### src/hw/rtl/nnfs_pkg.sv
// Shared types, widths and register indexes for the nearest-neighbor fit scaler.
// Used by every module of the block; depends on nothing.
package nnfs_pkg;

    localparam int DIM_W     = 13;
    localparam int POS_W     = 12;
    localparam int PIX_W     = 32;
    localparam int PROD_W    = 2 * DIM_W;
    localparam int CFG_IDX_W = 2;
    localparam int MAX_DIM   = 4096;
    localparam int DIV_STEPS = DIM_W;
    localparam int DIV_CNT_W = $clog2(DIV_STEPS + 1);

    typedef logic [DIM_W-1:0]  dim_t;
    typedef logic [POS_W-1:0]  pos_t;
    typedef logic [PIX_W-1:0]  pix_t;
    typedef logic [PROD_W-1:0] prod_t;

    localparam logic [CFG_IDX_W-1:0] REG_SRC_WIDTH  = 2'd0;
    localparam logic [CFG_IDX_W-1:0] REG_SRC_HEIGHT = 2'd1;
    localparam logic [CFG_IDX_W-1:0] REG_MAX_SIDE   = 2'd2;

    localparam dim_t SRC_WIDTH_RST  = 13'd1024;
    localparam dim_t SRC_HEIGHT_RST = 13'd1024;
    localparam dim_t MAX_SIDE_RST   = 13'd256;

    typedef struct packed {
        logic pass;
        dim_t m;
        dim_t s;
        pos_t w_m1;
        pos_t h_m1;
        dim_t nw;
        dim_t nh;
        dim_t nw_m1;
        dim_t nh_m1;
    } geom_t;

    // Zero is taken as one, and anything above the largest dimension as that dimension.
    function automatic dim_t eff_dim(input dim_t v);
        dim_t r;
        if (v == '0) begin
            r = dim_t'(1);
        end else if (v > dim_t'(MAX_DIM)) begin
            r = dim_t'(MAX_DIM);
        end else begin
            r = v;
        end
        return r;
    endfunction

endpackage

### src/hw/rtl/nnfs_div.sv
// Restoring divider, one quotient bit per cycle, for the output frame size.
// Depends on nnfs_pkg.
module nnfs_div
    import nnfs_pkg::*;
(
    input  logic  aclk,
    input  logic  aresetn,
    input  logic  start,
    input  prod_t dividend,
    input  dim_t  divisor,
    output dim_t  quotient,
    output logic  busy
);

    logic [DIV_CNT_W-1:0] cnt_reg;
    dim_t                 rem_reg;
    dim_t                 quo_reg;
    logic [DIM_W:0]       trial;
    logic                 ge;

    // The quotient is known to fit, so the upper half of the dividend is below the divisor.
    always_comb begin
        trial = {rem_reg, quo_reg[DIM_W-1]};
        ge    = trial >= {1'b0, divisor};
    end

    always_ff @(posedge aclk) begin
        if (!aresetn) begin
            cnt_reg <= '0;
        end else if (start) begin
            cnt_reg <= DIV_CNT_W'(DIV_STEPS);
        end else if (cnt_reg != '0) begin
            cnt_reg <= cnt_reg - 1'b1;
        end
    end

    always_ff @(posedge aclk) begin
        if (start) begin
            rem_reg <= dividend[PROD_W-1:DIM_W];
            quo_reg <= dividend[DIM_W-1:0];
        end else if (cnt_reg != '0) begin
            rem_reg <= ge ? DIM_W'(trial - {1'b0, divisor}) : trial[DIM_W-1:0];
            quo_reg <= {quo_reg[DIM_W-2:0], ge};
        end
    end

    assign quotient = quo_reg;
    assign busy     = (cnt_reg != '0);

endmodule

### src/hw/rtl/nnfs_setup.sv
// Frame geometry sequencer: clamps the registers, picks pass-through or downscale
// and divides out the output size. Depends on nnfs_pkg and nnfs_div.
module nnfs_setup
    import nnfs_pkg::*;
(
    input  logic  aclk,
    input  logic  aresetn,
    input  logic  start,
    input  dim_t  src_width,
    input  dim_t  src_height,
    input  dim_t  max_side,
    output geom_t geom,
    output logic  busy
);

    typedef enum logic [2:0] {
        SU_IDLE,
        SU_EFF,
        SU_MUL,
        SU_DIV_START,
        SU_DIV_WAIT
    } su_state_t;

    su_state_t state_reg;
    dim_t      w_reg;
    dim_t      h_reg;
    dim_t      s_reg;
    dim_t      m_reg;
    logic      pass_reg;
    prod_t     prod_w_reg;
    prod_t     prod_h_reg;
    geom_t     geom_reg;

    dim_t  w_eff;
    dim_t  h_eff;
    dim_t  s_eff;
    dim_t  qw;
    dim_t  qh;
    dim_t  nw;
    dim_t  nh;
    logic  div_start;
    logic  div_w_busy;
    logic  div_h_busy;

    always_comb begin
        w_eff     = eff_dim(src_width);
        h_eff     = eff_dim(src_height);
        s_eff     = eff_dim(max_side);
        nw        = (qw == '0) ? dim_t'(1) : qw;
        nh        = (qh == '0) ? dim_t'(1) : qh;
        div_start = (state_reg == SU_DIV_START);
    end

    nnfs_div u_div_w (
        .aclk     (aclk),
        .aresetn  (aresetn),
        .start    (div_start),
        .dividend (prod_w_reg),
        .divisor  (m_reg),
        .quotient (qw),
        .busy     (div_w_busy)
    );

    nnfs_div u_div_h (
        .aclk     (aclk),
        .aresetn  (aresetn),
        .start    (div_start),
        .dividend (prod_h_reg),
        .divisor  (m_reg),
        .quotient (qh),
        .busy     (div_h_busy)
    );

    always_ff @(posedge aclk) begin
        if (!aresetn) begin
            state_reg <= SU_EFF;
        end else if (start) begin
            state_reg <= SU_EFF;
        end else begin
            unique case (state_reg)
                SU_IDLE: begin
                    state_reg <= SU_IDLE;
                end
                SU_EFF: begin
                    w_reg     <= w_eff;
                    h_reg     <= h_eff;
                    s_reg     <= s_eff;
                    m_reg     <= (w_eff > h_eff) ? w_eff : h_eff;
                    pass_reg  <= (w_eff <= s_eff) && (h_eff <= s_eff);
                    state_reg <= SU_MUL;
                end
                SU_MUL: begin
                    prod_w_reg <= PROD_W'(w_reg) * PROD_W'(s_reg);
                    prod_h_reg <= PROD_W'(h_reg) * PROD_W'(s_reg);
                    state_reg  <= SU_DIV_START;
                end
                SU_DIV_START: begin
                    state_reg <= SU_DIV_WAIT;
                end
                SU_DIV_WAIT: begin
                    if (!div_w_busy && !div_h_busy) begin
                        geom_reg.pass  <= pass_reg;
                        geom_reg.m     <= m_reg;
                        geom_reg.s     <= s_reg;
                        geom_reg.w_m1  <= POS_W'(w_reg - 1'b1);
                        geom_reg.h_m1  <= POS_W'(h_reg - 1'b1);
                        geom_reg.nw    <= nw;
                        geom_reg.nh    <= nh;
                        geom_reg.nw_m1 <= nw - 1'b1;
                        geom_reg.nh_m1 <= nh - 1'b1;
                        state_reg      <= SU_IDLE;
                    end
                end
                default: begin
                    state_reg <= SU_IDLE;
                end
            endcase
        end
    end

    assign geom = geom_reg;
    assign busy = (state_reg != SU_IDLE);

endmodule

### src/hw/rtl/nnfs_core.sv
// Pixel datapath: input register, source and output position counters with
// column and row residues, and the result register. Depends on nnfs_pkg.
module nnfs_core
    import nnfs_pkg::*;
(
    input  logic  aclk,
    input  logic  aresetn,
    input  logic  restart,
    input  logic  in_hold,
    input  geom_t geom,
    input  logic  s_valid,
    output logic  s_ready,
    input  pix_t  s_pixel_in,
    output logic  m_valid,
    input  logic  m_ready,
    output pix_t  m_pixel_out,
    output pos_t  m_out_col,
    output pos_t  m_out_row,
    output logic  m_frame_last
);

    logic in_vld_reg;
    pix_t in_pix_reg;

    pos_t src_col_reg;
    pos_t src_row_reg;
    pos_t dst_col_reg;
    pos_t dst_row_reg;
    pos_t col_res_reg;
    pos_t row_res_reg;
    logic row_kept_reg;

    pos_t src_col_next;
    pos_t src_row_next;
    pos_t dst_col_next;
    pos_t dst_row_next;
    pos_t col_res_next;
    pos_t row_res_next;
    logic row_kept_next;

    logic m_valid_reg;
    pix_t pix_out_reg;
    pos_t out_col_reg;
    pos_t out_row_reg;
    logic last_reg;

    logic proceed;
    logic row_end;
    logic frame_end;
    logic col_avail;
    logic col_keep;
    logic row_avail;
    logic emit;
    pos_t emit_col;
    pos_t emit_row;
    logic emit_last;
    pos_t dst_row_upd;
    pos_t row_res_upd;

    assign proceed = in_vld_reg && (!m_valid_reg || m_ready);
    assign s_ready = !in_hold && (!in_vld_reg || proceed);

    always_comb begin
        row_end   = (src_col_reg >= geom.w_m1);
        frame_end = row_end && (src_row_reg >= geom.h_m1);
        col_avail = (DIM_W'(dst_col_reg) < geom.nw);
        col_keep  = col_avail && (DIM_W'(col_res_reg) < geom.s);
        row_avail = (DIM_W'(dst_row_reg) < geom.nh);

        if (geom.pass) begin
            emit      = 1'b1;
            emit_col  = src_col_reg;
            emit_row  = src_row_reg;
            emit_last = frame_end;
        end else begin
            emit      = row_kept_reg && col_keep;
            emit_col  = dst_col_reg;
            emit_row  = dst_row_reg;
            emit_last = (DIM_W'(dst_col_reg) == geom.nw_m1)
                     && (DIM_W'(dst_row_reg) == geom.nh_m1);
        end

        dst_row_upd = dst_row_reg;
        row_res_upd = row_res_reg;
        if (row_avail) begin
            if (row_kept_reg) begin
                dst_row_upd = dst_row_reg + 1'b1;
                row_res_upd = POS_W'(DIM_W'(row_res_reg) + geom.m - geom.s);
            end else begin
                row_res_upd = POS_W'(DIM_W'(row_res_reg) - geom.s);
            end
        end

        src_col_next  = src_col_reg;
        src_row_next  = src_row_reg;
        dst_col_next  = dst_col_reg;
        dst_row_next  = dst_row_reg;
        col_res_next  = col_res_reg;
        row_res_next  = row_res_reg;
        row_kept_next = row_kept_reg;

        if (proceed) begin
            if (!geom.pass) begin
                if (col_avail) begin
                    if (col_keep) begin
                        dst_col_next = dst_col_reg + 1'b1;
                        col_res_next = POS_W'(DIM_W'(col_res_reg) + geom.m - geom.s);
                    end else begin
                        col_res_next = POS_W'(DIM_W'(col_res_reg) - geom.s);
                    end
                end
                if (row_end && !frame_end) begin
                    dst_row_next  = dst_row_upd;
                    row_res_next  = row_res_upd;
                    row_kept_next = (DIM_W'(dst_row_upd) < geom.nh)
                                 && (DIM_W'(row_res_upd) < geom.s);
                end
            end

            if (frame_end) begin
                src_col_next  = '0;
                src_row_next  = '0;
                dst_col_next  = '0;
                dst_row_next  = '0;
                col_res_next  = '0;
                row_res_next  = '0;
                row_kept_next = 1'b1;
            end else if (row_end) begin
                src_col_next = '0;
                src_row_next = src_row_reg + 1'b1;
                dst_col_next = '0;
                col_res_next = '0;
            end else begin
                src_col_next = src_col_reg + 1'b1;
            end
        end
    end

    always_ff @(posedge aclk) begin
        if (!aresetn) begin
            in_vld_reg <= 1'b0;
        end else if (s_valid && s_ready) begin
            in_vld_reg <= 1'b1;
        end else if (proceed) begin
            in_vld_reg <= 1'b0;
        end
    end

    always_ff @(posedge aclk) begin
        if (s_valid && s_ready) begin
            in_pix_reg <= s_pixel_in;
        end
    end

    always_ff @(posedge aclk) begin
        if (!aresetn || restart) begin
            src_col_reg  <= '0;
            src_row_reg  <= '0;
            dst_col_reg  <= '0;
            dst_row_reg  <= '0;
            col_res_reg  <= '0;
            row_res_reg  <= '0;
            row_kept_reg <= 1'b1;
        end else begin
            src_col_reg  <= src_col_next;
            src_row_reg  <= src_row_next;
            dst_col_reg  <= dst_col_next;
            dst_row_reg  <= dst_row_next;
            col_res_reg  <= col_res_next;
            row_res_reg  <= row_res_next;
            row_kept_reg <= row_kept_next;
        end
    end

    always_ff @(posedge aclk) begin
        if (!aresetn) begin
            m_valid_reg <= 1'b0;
        end else if (proceed) begin
            m_valid_reg <= emit;
        end else if (m_ready) begin
            m_valid_reg <= 1'b0;
        end
    end

    always_ff @(posedge aclk) begin
        if (proceed && emit) begin
            pix_out_reg <= in_pix_reg;
            out_col_reg <= emit_col;
            out_row_reg <= emit_row;
            last_reg    <= emit_last;
        end
    end

    assign m_valid      = m_valid_reg;
    assign m_pixel_out  = pix_out_reg;
    assign m_out_col    = out_col_reg;
    assign m_out_row    = out_row_reg;
    assign m_frame_last = last_reg;

endmodule

### src/hw/rtl/nearest_neighbor_fit_scaler.sv
// Nearest-neighbor fit scaler: one source RGBA word per clock in, unless the input
// is held off or the output stalls, and at most one output word out, with its
// output column, row and end-of-frame flag. A source word passes the input register
// and then the result register around the position and residue update. After reset,
// and from a register write on, the input is held off while the output size is
// divided out, one quotient bit per cycle. Depends on nnfs_pkg, nnfs_setup and
// nnfs_core.
module nearest_neighbor_fit_scaler
    import nnfs_pkg::*;
(
    input  logic                 aclk,
    input  logic                 aresetn,
    input  logic                 cfg_valid,
    output logic                 cfg_ready,
    input  logic [CFG_IDX_W-1:0] cfg_index,
    input  logic [DIM_W-1:0]     cfg_data,
    input  logic                 s_valid,
    output logic                 s_ready,
    input  logic [PIX_W-1:0]     s_pixel_in,
    output logic                 m_valid,
    input  logic                 m_ready,
    output logic [PIX_W-1:0]     m_pixel_out,
    output logic [POS_W-1:0]     m_out_col,
    output logic [POS_W-1:0]     m_out_row,
    output logic                 m_frame_last
);

    dim_t  src_width_reg;
    dim_t  src_height_reg;
    dim_t  max_side_reg;
    logic  cfg_wr;
    logic  setup_busy;
    logic  in_hold;
    geom_t geom;

    assign cfg_ready = 1'b1;
    assign cfg_wr    = cfg_valid && cfg_ready
                    && (cfg_index == REG_SRC_WIDTH || cfg_index == REG_SRC_HEIGHT
                        || cfg_index == REG_MAX_SIDE);
    assign in_hold   = setup_busy || cfg_valid;

    always_ff @(posedge aclk) begin
        if (!aresetn) begin
            src_width_reg  <= SRC_WIDTH_RST;
            src_height_reg <= SRC_HEIGHT_RST;
            max_side_reg   <= MAX_SIDE_RST;
        end else if (cfg_valid && cfg_ready) begin
            unique case (cfg_index)
                REG_SRC_WIDTH:  src_width_reg  <= cfg_data;
                REG_SRC_HEIGHT: src_height_reg <= cfg_data;
                REG_MAX_SIDE:   max_side_reg   <= cfg_data;
                default: begin
                end
            endcase
        end
    end

    nnfs_setup u_setup (
        .aclk       (aclk),
        .aresetn    (aresetn),
        .start      (cfg_wr),
        .src_width  (src_width_reg),
        .src_height (src_height_reg),
        .max_side   (max_side_reg),
        .geom       (geom),
        .busy       (setup_busy)
    );

    nnfs_core u_core (
        .aclk         (aclk),
        .aresetn      (aresetn),
        .restart      (cfg_wr),
        .in_hold      (in_hold),
        .geom         (geom),
        .s_valid      (s_valid),
        .s_ready      (s_ready),
        .s_pixel_in   (s_pixel_in),
        .m_valid      (m_valid),
        .m_ready      (m_ready),
        .m_pixel_out  (m_pixel_out),
        .m_out_col    (m_out_col),
        .m_out_row    (m_out_row),
        .m_frame_last (m_frame_last)
    );

    // A register write must hold off the input until the new size is known.
    a_cfg_holds_input: assert property (@(posedge aclk) disable iff (!aresetn)
        cfg_wr |=> !s_ready)
        else $error("input taken right after a register write");

    a_col_in_range: assert property (@(posedge aclk) disable iff (!aresetn)
        (m_valid && !geom.pass) |-> (DIM_W'(m_out_col) < geom.nw))
        else $error("output column beyond output width");

    a_row_in_range: assert property (@(posedge aclk) disable iff (!aresetn)
        (m_valid && !geom.pass) |-> (DIM_W'(m_out_row) < geom.nh))
        else $error("output row beyond output height");

endmodule
### config.mk
export PLATFORM = sky130hd
export DESIGN_NAME = nearest_neighbor_fit_scaler
export DESIGN_NICKNAME = d
export VERILOG_FILES = /design/src/hw/rtl/nnfs_pkg.sv /design/src/hw/rtl/nnfs_div.sv /design/src/hw/rtl/nnfs_setup.sv /design/src/hw/rtl/nnfs_core.sv /design/src/hw/rtl/nearest_neighbor_fit_scaler.sv
export SDC_FILE = /design/constraint.sdc
export NUM_CORES = 2
export LEC_CHECK = 0
export ABC_AREA = 1
export BUFFER_PORTS_ARGS = -buffer_cell sky130_fd_sc_hd__buf_2
export CAP_MARGIN = 20
export CORE_MARGIN = 2
export CORE_UTILIZATION = 60
export DETAILED_ROUTE_END_ITERATION = 8
export GPL_ROUTABILITY_DRIVEN = 0
export HOLD_SLACK_MARGIN = 0.15
export PLACE_DENSITY = 0.77
export SYNTH_ARGS = -nofsm -noshare
export SYNTH_HDL_FRONTEND = slang
export SYNTH_SLANG_ARGS = --single-unit
### constraint.sdc
create_clock -name aclk -period 9.55 [get_ports aclk]
set_input_delay 0.955 -clock aclk [delete_from_list [all_inputs] [get_ports aclk]]
set_output_delay 0.955 -clock aclk [all_outputs]
set_load 0.005 [all_outputs]
== Yosys cells after proc, flatten, opt, wreduce, memory -nomap -nowiden ==
Cells that the tools add are included.
Word-level totals
  register bits after elaboration: 473
  latch bits: 0
  memory bits (writable): 0
  bits in read-only memories: 0
  bits of input ports: 52
  output and inout bits: 60
  memories kept: 0
Operators by class
  add/sub/neg operators: 18
  multipliers: 2
  divide/modulo/power cells: 0
  $lt $le $gt $ge: 15
  equal/unequal tests: 11
  shift operators: 0
  multiplexer cells: 60
  bitwise operators: 2
  reduce and logical (&&, ||, !) cells: 55
Operators by type and width (count)
  12-bit 2-to-1 mux: 26
  13-bit 2-to-1 mux: 19
  13-bit zero test: 5
  12-bit by 13-bit < comparator with 1-bit output: 5
  13-bit by 13-bit multiplier with 26-bit output: 2
  12-bit by 1-bit adder with 12-bit output (second input constant): 4
  12-bit subtractor: 4
  13-bit greater-than comparator (second input constant): 3
  14-bit by 13-bit >= comparator with 1-bit output: 2
  12-bit by 13-bit equality test with 1-bit output: 2
  13-bit less-or-equal comparator: 2
  13-bit by 1-bit subtractor with 13-bit output (second input constant): 2
  13-bit subtractor: 2
  12-bit adder: 2
  12-bit >= comparator: 2
  12-bit by 1-bit subtractor with 12-bit output (second input constant): 2
  4-bit 2-to-1 mux: 4
  13-bit greater-than comparator: 1
  1-bit logical AND: 13
  3-bit one-hot mux with 4 select lines: 1
  3-bit AND reduction: 4
  2-bit nonzero test: 6
  1-bit 2-to-1 mux: 9
  3-bit nonzero test: 3
  17 further kinds: 38

== Logic depth before layout (Yosys ltp) ==
  depth in word-level cells: 9
  mapped depth: 24
  gate-level depth less buffers: 24

== By module ==
Synthesis repeated with hierarchy kept, for this count alone.
Unflattened totals
  cells, all modules: 5017
  area total of the unflattened synthesis: 39900.8 µm²
By module, submodules not included
  nnfs_setup: instances 1, cells an instance 2590, area an instance 21529.4 µm², sequential area each 6306.0 µm²
  nnfs_core: instances 1, cells an instance 1504, area an instance 11882.6 µm², sequential area each 4174.0 µm²
  nnfs_div: instances 2, cells an instance 336, area an instance 2416.1 µm², sequential area each 860.8 µm²
  nearest_neighbor_fit_scaler: instances 1, cells an instance 251, area an instance 1656.6 µm², sequential area each 780.7 µm²

== Worst setup path before layout ==
No wires, ideal clock.
  path kind: input -> register
  start: input port aresetn
  end: register u_setup.geom_reg, in the netlist u_setup.geom[0] (enable)
  setup time: 0.564 ns
  arrival: 5.581 ns
  required time: 8.986 ns
  setup slack: 3.406 ns
  stages on the path: 4
  buffers on the path: 0
  path through: inv_1 a21oi_1 nand3_1 nor2_1
Between the ends
  cells in the longest elaborated chain, start to end: 1
RTL lines
  start, declared: RTL line nearest_neighbor_fit_scaler.sv:12  | input logic aresetn,
  4-bit AND reduction (no line)
  end, declared: RTL line nnfs_setup.sv:32  | geom_t geom_reg;
Every way passes these cells.
A chain may end at the register's enable or synchronous reset.

== Final worst setup path ==
  start: register u_setup.s_reg[1]
  end: register u_setup.prod_h_reg[20], data pin
Between the ends
  cells in the longest elaborated chain, start to end: 1
RTL lines
  start, declared: RTL line nnfs_setup.sv:27  | dim_t s_reg;
  start signal, assigned: RTL line nnfs_setup.sv:87  | s_reg <= s_eff;
  13-bit by 13-bit multiplier with 26-bit output: RTL line nnfs_setup.sv:94  | prod_h_reg <= PROD_W'(h_reg) * PROD_W'(s_reg);
  end signal, assigned: RTL line nnfs_setup.sv:94
  end, declared: RTL line nnfs_setup.sv:31  | prod_t prod_h_reg;
Every way passes these cells.

==> impl_metrics.env <==
export IMPL_status="completed"
export IMPL_fin_crit_sh_pct=60.1
export IMPL_antenna_left=0
export IMPL_cts_hold_buf=0
export IMPL_num_antenna_cells=0
export IMPL_path_cells="nand2_1 > inv_1 > fa_1 > inv_1 > fa_1 > inv_1 > fa_1 > inv_1 > fa_1 > fa_1 > inv_1 > ha_1 > nand2_1 > a21oi_1 > o21ai_0 > o211ai_1 > a31oi_1 > o21bai_1 > nand2_1 > nand2_1 > nand2_1 > nand2_1"
export IMPL_ir_drop_uv=223
export IMPL_wl_met2_um=41500
export IMPL_syn_area_um2=37700
export IMPL_cts_setup_buffers=0
export IMPL_hp_class="flip-flop to flip-flop"
export IMPL_synth_area_leader_cell="edfxtp_1"
export IMPL_synth_avg_cell_area_um2=8.48
export IMPL_max_freq_mhz=174
export IMPL_min_path_cells=0
export IMPL_h_tree_depth=2
export IMPL_wire_per_inst_um=17.1
export IMPL_cp_startpoint="u_setup.s_reg[1]"
export IMPL_coreArea_um2=61800
export IMPL_areaGrowthSynthToFinish_pct=7.96
export IMPL_hold_viol=0
export IMPL_hpwl_um=68900
export IMPL_clk_pin_slew_worst_paths_ps=60
export IMPL_die_area_um2=64800
export IMPL_max_slew_worst_pin_slew_ps=1050
export IMPL_grt_setup_unrepaired="no"
export IMPL_p_leak_nw=19.7
export IMPL_synth_area_leaders="edfxtp_1 28%, fa_1 14%, ha_1 11%"
export IMPL_synth_edf_count=348
export IMPL_r2r_cells=22
export IMPL_clk_path_buf_depth=3
export IMPL_synth_flop_cell="edfxtp_1"
export IMPL_drv_cap=0
export IMPL_regToRegStartpoint="u_setup.s_reg[1]"
export IMPL_critPathMostFrequentCell="nand2_1"
export IMPL_grt_pass1_wl_um=147000
export IMPL_drive_gt1_share_pct=6.73
export IMPL_grtUsageTotal_pct=28.8
export IMPL_synth_cell_types=60
export IMPL_clock_sinks=473
export IMPL_fin_crit_ps=5740
export IMPL_path_buf_inv=5
export IMPL_ys_warn_count=0
export IMPL_initialDrtViolationCount=2607
export IMPL_critPathTopFamily="adder cells"
export IMPL_cp_slowest_cell="edfxtp_1"
export IMPL_fin_nets=5112
export IMPL_regArea_um2=13000
export IMPL_postSynth_asyncResetShare_pct=0
export IMPL_hp_start="u_core.in_pix_reg[5]"
export IMPL_synth_seq_cells=473
export IMPL_cts_resized=0
export IMPL_nFillCells=4952
export IMPL_initial_core_util_pct=60.9
export IMPL_die_w_um=255
export IMPL_p_per_area_nw_per_um2=228
export IMPL_cp_depth=22
export IMPL_required_ps=9910
export IMPL_slew_violations=0
export IMPL_drcViolationCount=0
export IMPL_end_kind="flip-flop"
export IMPL_io_buffers=110
export IMPL_wl_met3_um=7020
export IMPL_grt_max_degree=54
export IMPL_wl_um=91200
export IMPL_critPathArrivalTime_ps=6100
export IMPL_post_drt_via_cell_ratio=5.47
export IMPL_setup_tns_final_ps=0
export IMPL_finalSetupViolations=0
export IMPL_firstDrtPassIters=7
export IMPL_row_count=91
export IMPL_die_h_um=255
export IMPL_synth_top_area_share_pct=27.8
export IMPL_critPathMaxStageDelay_ps=810
export IMPL_cts_buffers=52
export IMPL_grt_pass1_vias=28441
export IMPL_largest_reg_flops=102
export IMPL_syn_inst=4438
export IMPL_worstSkewPairLatency_ps=650
export IMPL_ios=112
export IMPL_skew_ps=55.7
export IMPL_antenna_found_initial=1
export IMPL_syn_nets=5090
export IMPL_slew_headroom_pct=29.5
export IMPL_overflow=0
export IMPL_utilization_pct=65.7
export IMPL_vias=29191
export IMPL_highest_layer="met4"
export IMPL_crit_fanout=27
export IMPL_ys_seq_area_share_pct=34.4
export IMPL_criticalPathCategory="flip-flop to flip-flop"
export IMPL_cp_start_kind="flip-flop"
export IMPL_cts_tree="done"
export IMPL_multi_input_area_um2=20400
export IMPL_wl_met1_um=38100
export IMPL_root_buffer="clkbuf_16"
## per-stage QoR
stage,power (mW),instance area (µm²),cells,hold WS [ps],setup slack [ps]
after detailed placement,7.02,38800,5241,405,3860
after floorplan,6.02,37700,4438,400,3410
final,9.28,40600,5341,411,3810
after global routing,9.93,40600,5341,421,3540
after CTS,9.20,40600,5339,392,3860
after global placement,6.91,38800,5241,401,4010
## placed cells by master (no fill, tap or decap), types with 8 or more instances in the layout
master and instances:
a211oi_1 12, nor2_1 229, nor3_2 8, a31oi_1 11
clkinv_1 8, fa_1 268, nor4_1 16, a21oi_1 260
clkbuf_16 53, clkinvlp_4 10, inv_2 18, dfxtp_1 125
o21ai_1 38, nand2_1 964, o211ai_1 12, xnor2_1 62
buf_4 25, a21o_1 10, nand4_1 37, nor3_1 41
o21bai_1 10, xor2_1 111, or2_2 12, inv_1 931
edfxtp_1 348, ha_1 332, nor3b_1 8, o21ai_0 189
nand3_1 139, buf_2 110
## metal layers
layer	vias up	GRT usage, %
met5	-	0
met4	0	13.4
met3	217	3.46
met2	1208	46.8
met1	13761	38.8
li1	14005	-
## path summary, 6_finish.rpt
path	slack (ps)	to
worst min-delay path	410	u_core.m_pixel_out[5]
worst max-delay path	3810	u_setup.prod_h_reg[20]
worst min register to register	410	u_core.m_pixel_out[5]
worst max register to register	3810	u_setup.prod_h_reg[20]
## worst register-to-register path: cells and delay by family, from the launching register on
kind | cells | cell delay [ps]
AO/OA/AOI/OAI | 5 | 840
adder cells (fa/ha/maj) | 6 | 2930
buffers and inverters | 5 | 280
flip-flops | 1 | 810
AND/OR/NAND/NOR | 6 | 640
## area by class of cell
cell class	count	share of cell area [%]
clock buffers	61	3.36
clock inverters	37	1.16
well taps	837	2.58
repair buffers	137	1.92
flip-flops and latches	473	31.9
inverters	954	8.82
multi-input cells	2842	50.3
## power breakdown
part | switching, mW | internal (mW)
clock network | 0.917 | 1.23
logic | 2.70 | 1.56
registers | 0.190 | 2.68
total | 3.80 | 5.48
## cells by family (layout without fill, tap and decap cells)
group	count (synthesis)	after routing	synth area share (%)
other cells	1	1	0.00996
flops	473	473	34.4
simple gates	1490	1490	16.5
buf+inv	1123	1189	11.4
compound gates	578	578	8.41
xor+xnor	173	173	4.02
fa+ha+maj	600	600	25.3
## synthesized netlist by cell type (all sizes together) (12+ instances only)
master and instances:
o21ai 233, a31oi 12, or2 13, nor3 50
nand2 974, a21oi 266, buf 32, nor4 16
xnor2 62, clkbuf 137, edfxtp 348, inv 950
nand3 142, dfxtp 125, fa 268, ha 332
nor2 239, a211oi 12, nand4 38, o211ai 12
xor2 111
No activity file was read; power rests on OpenSTA's default activity.
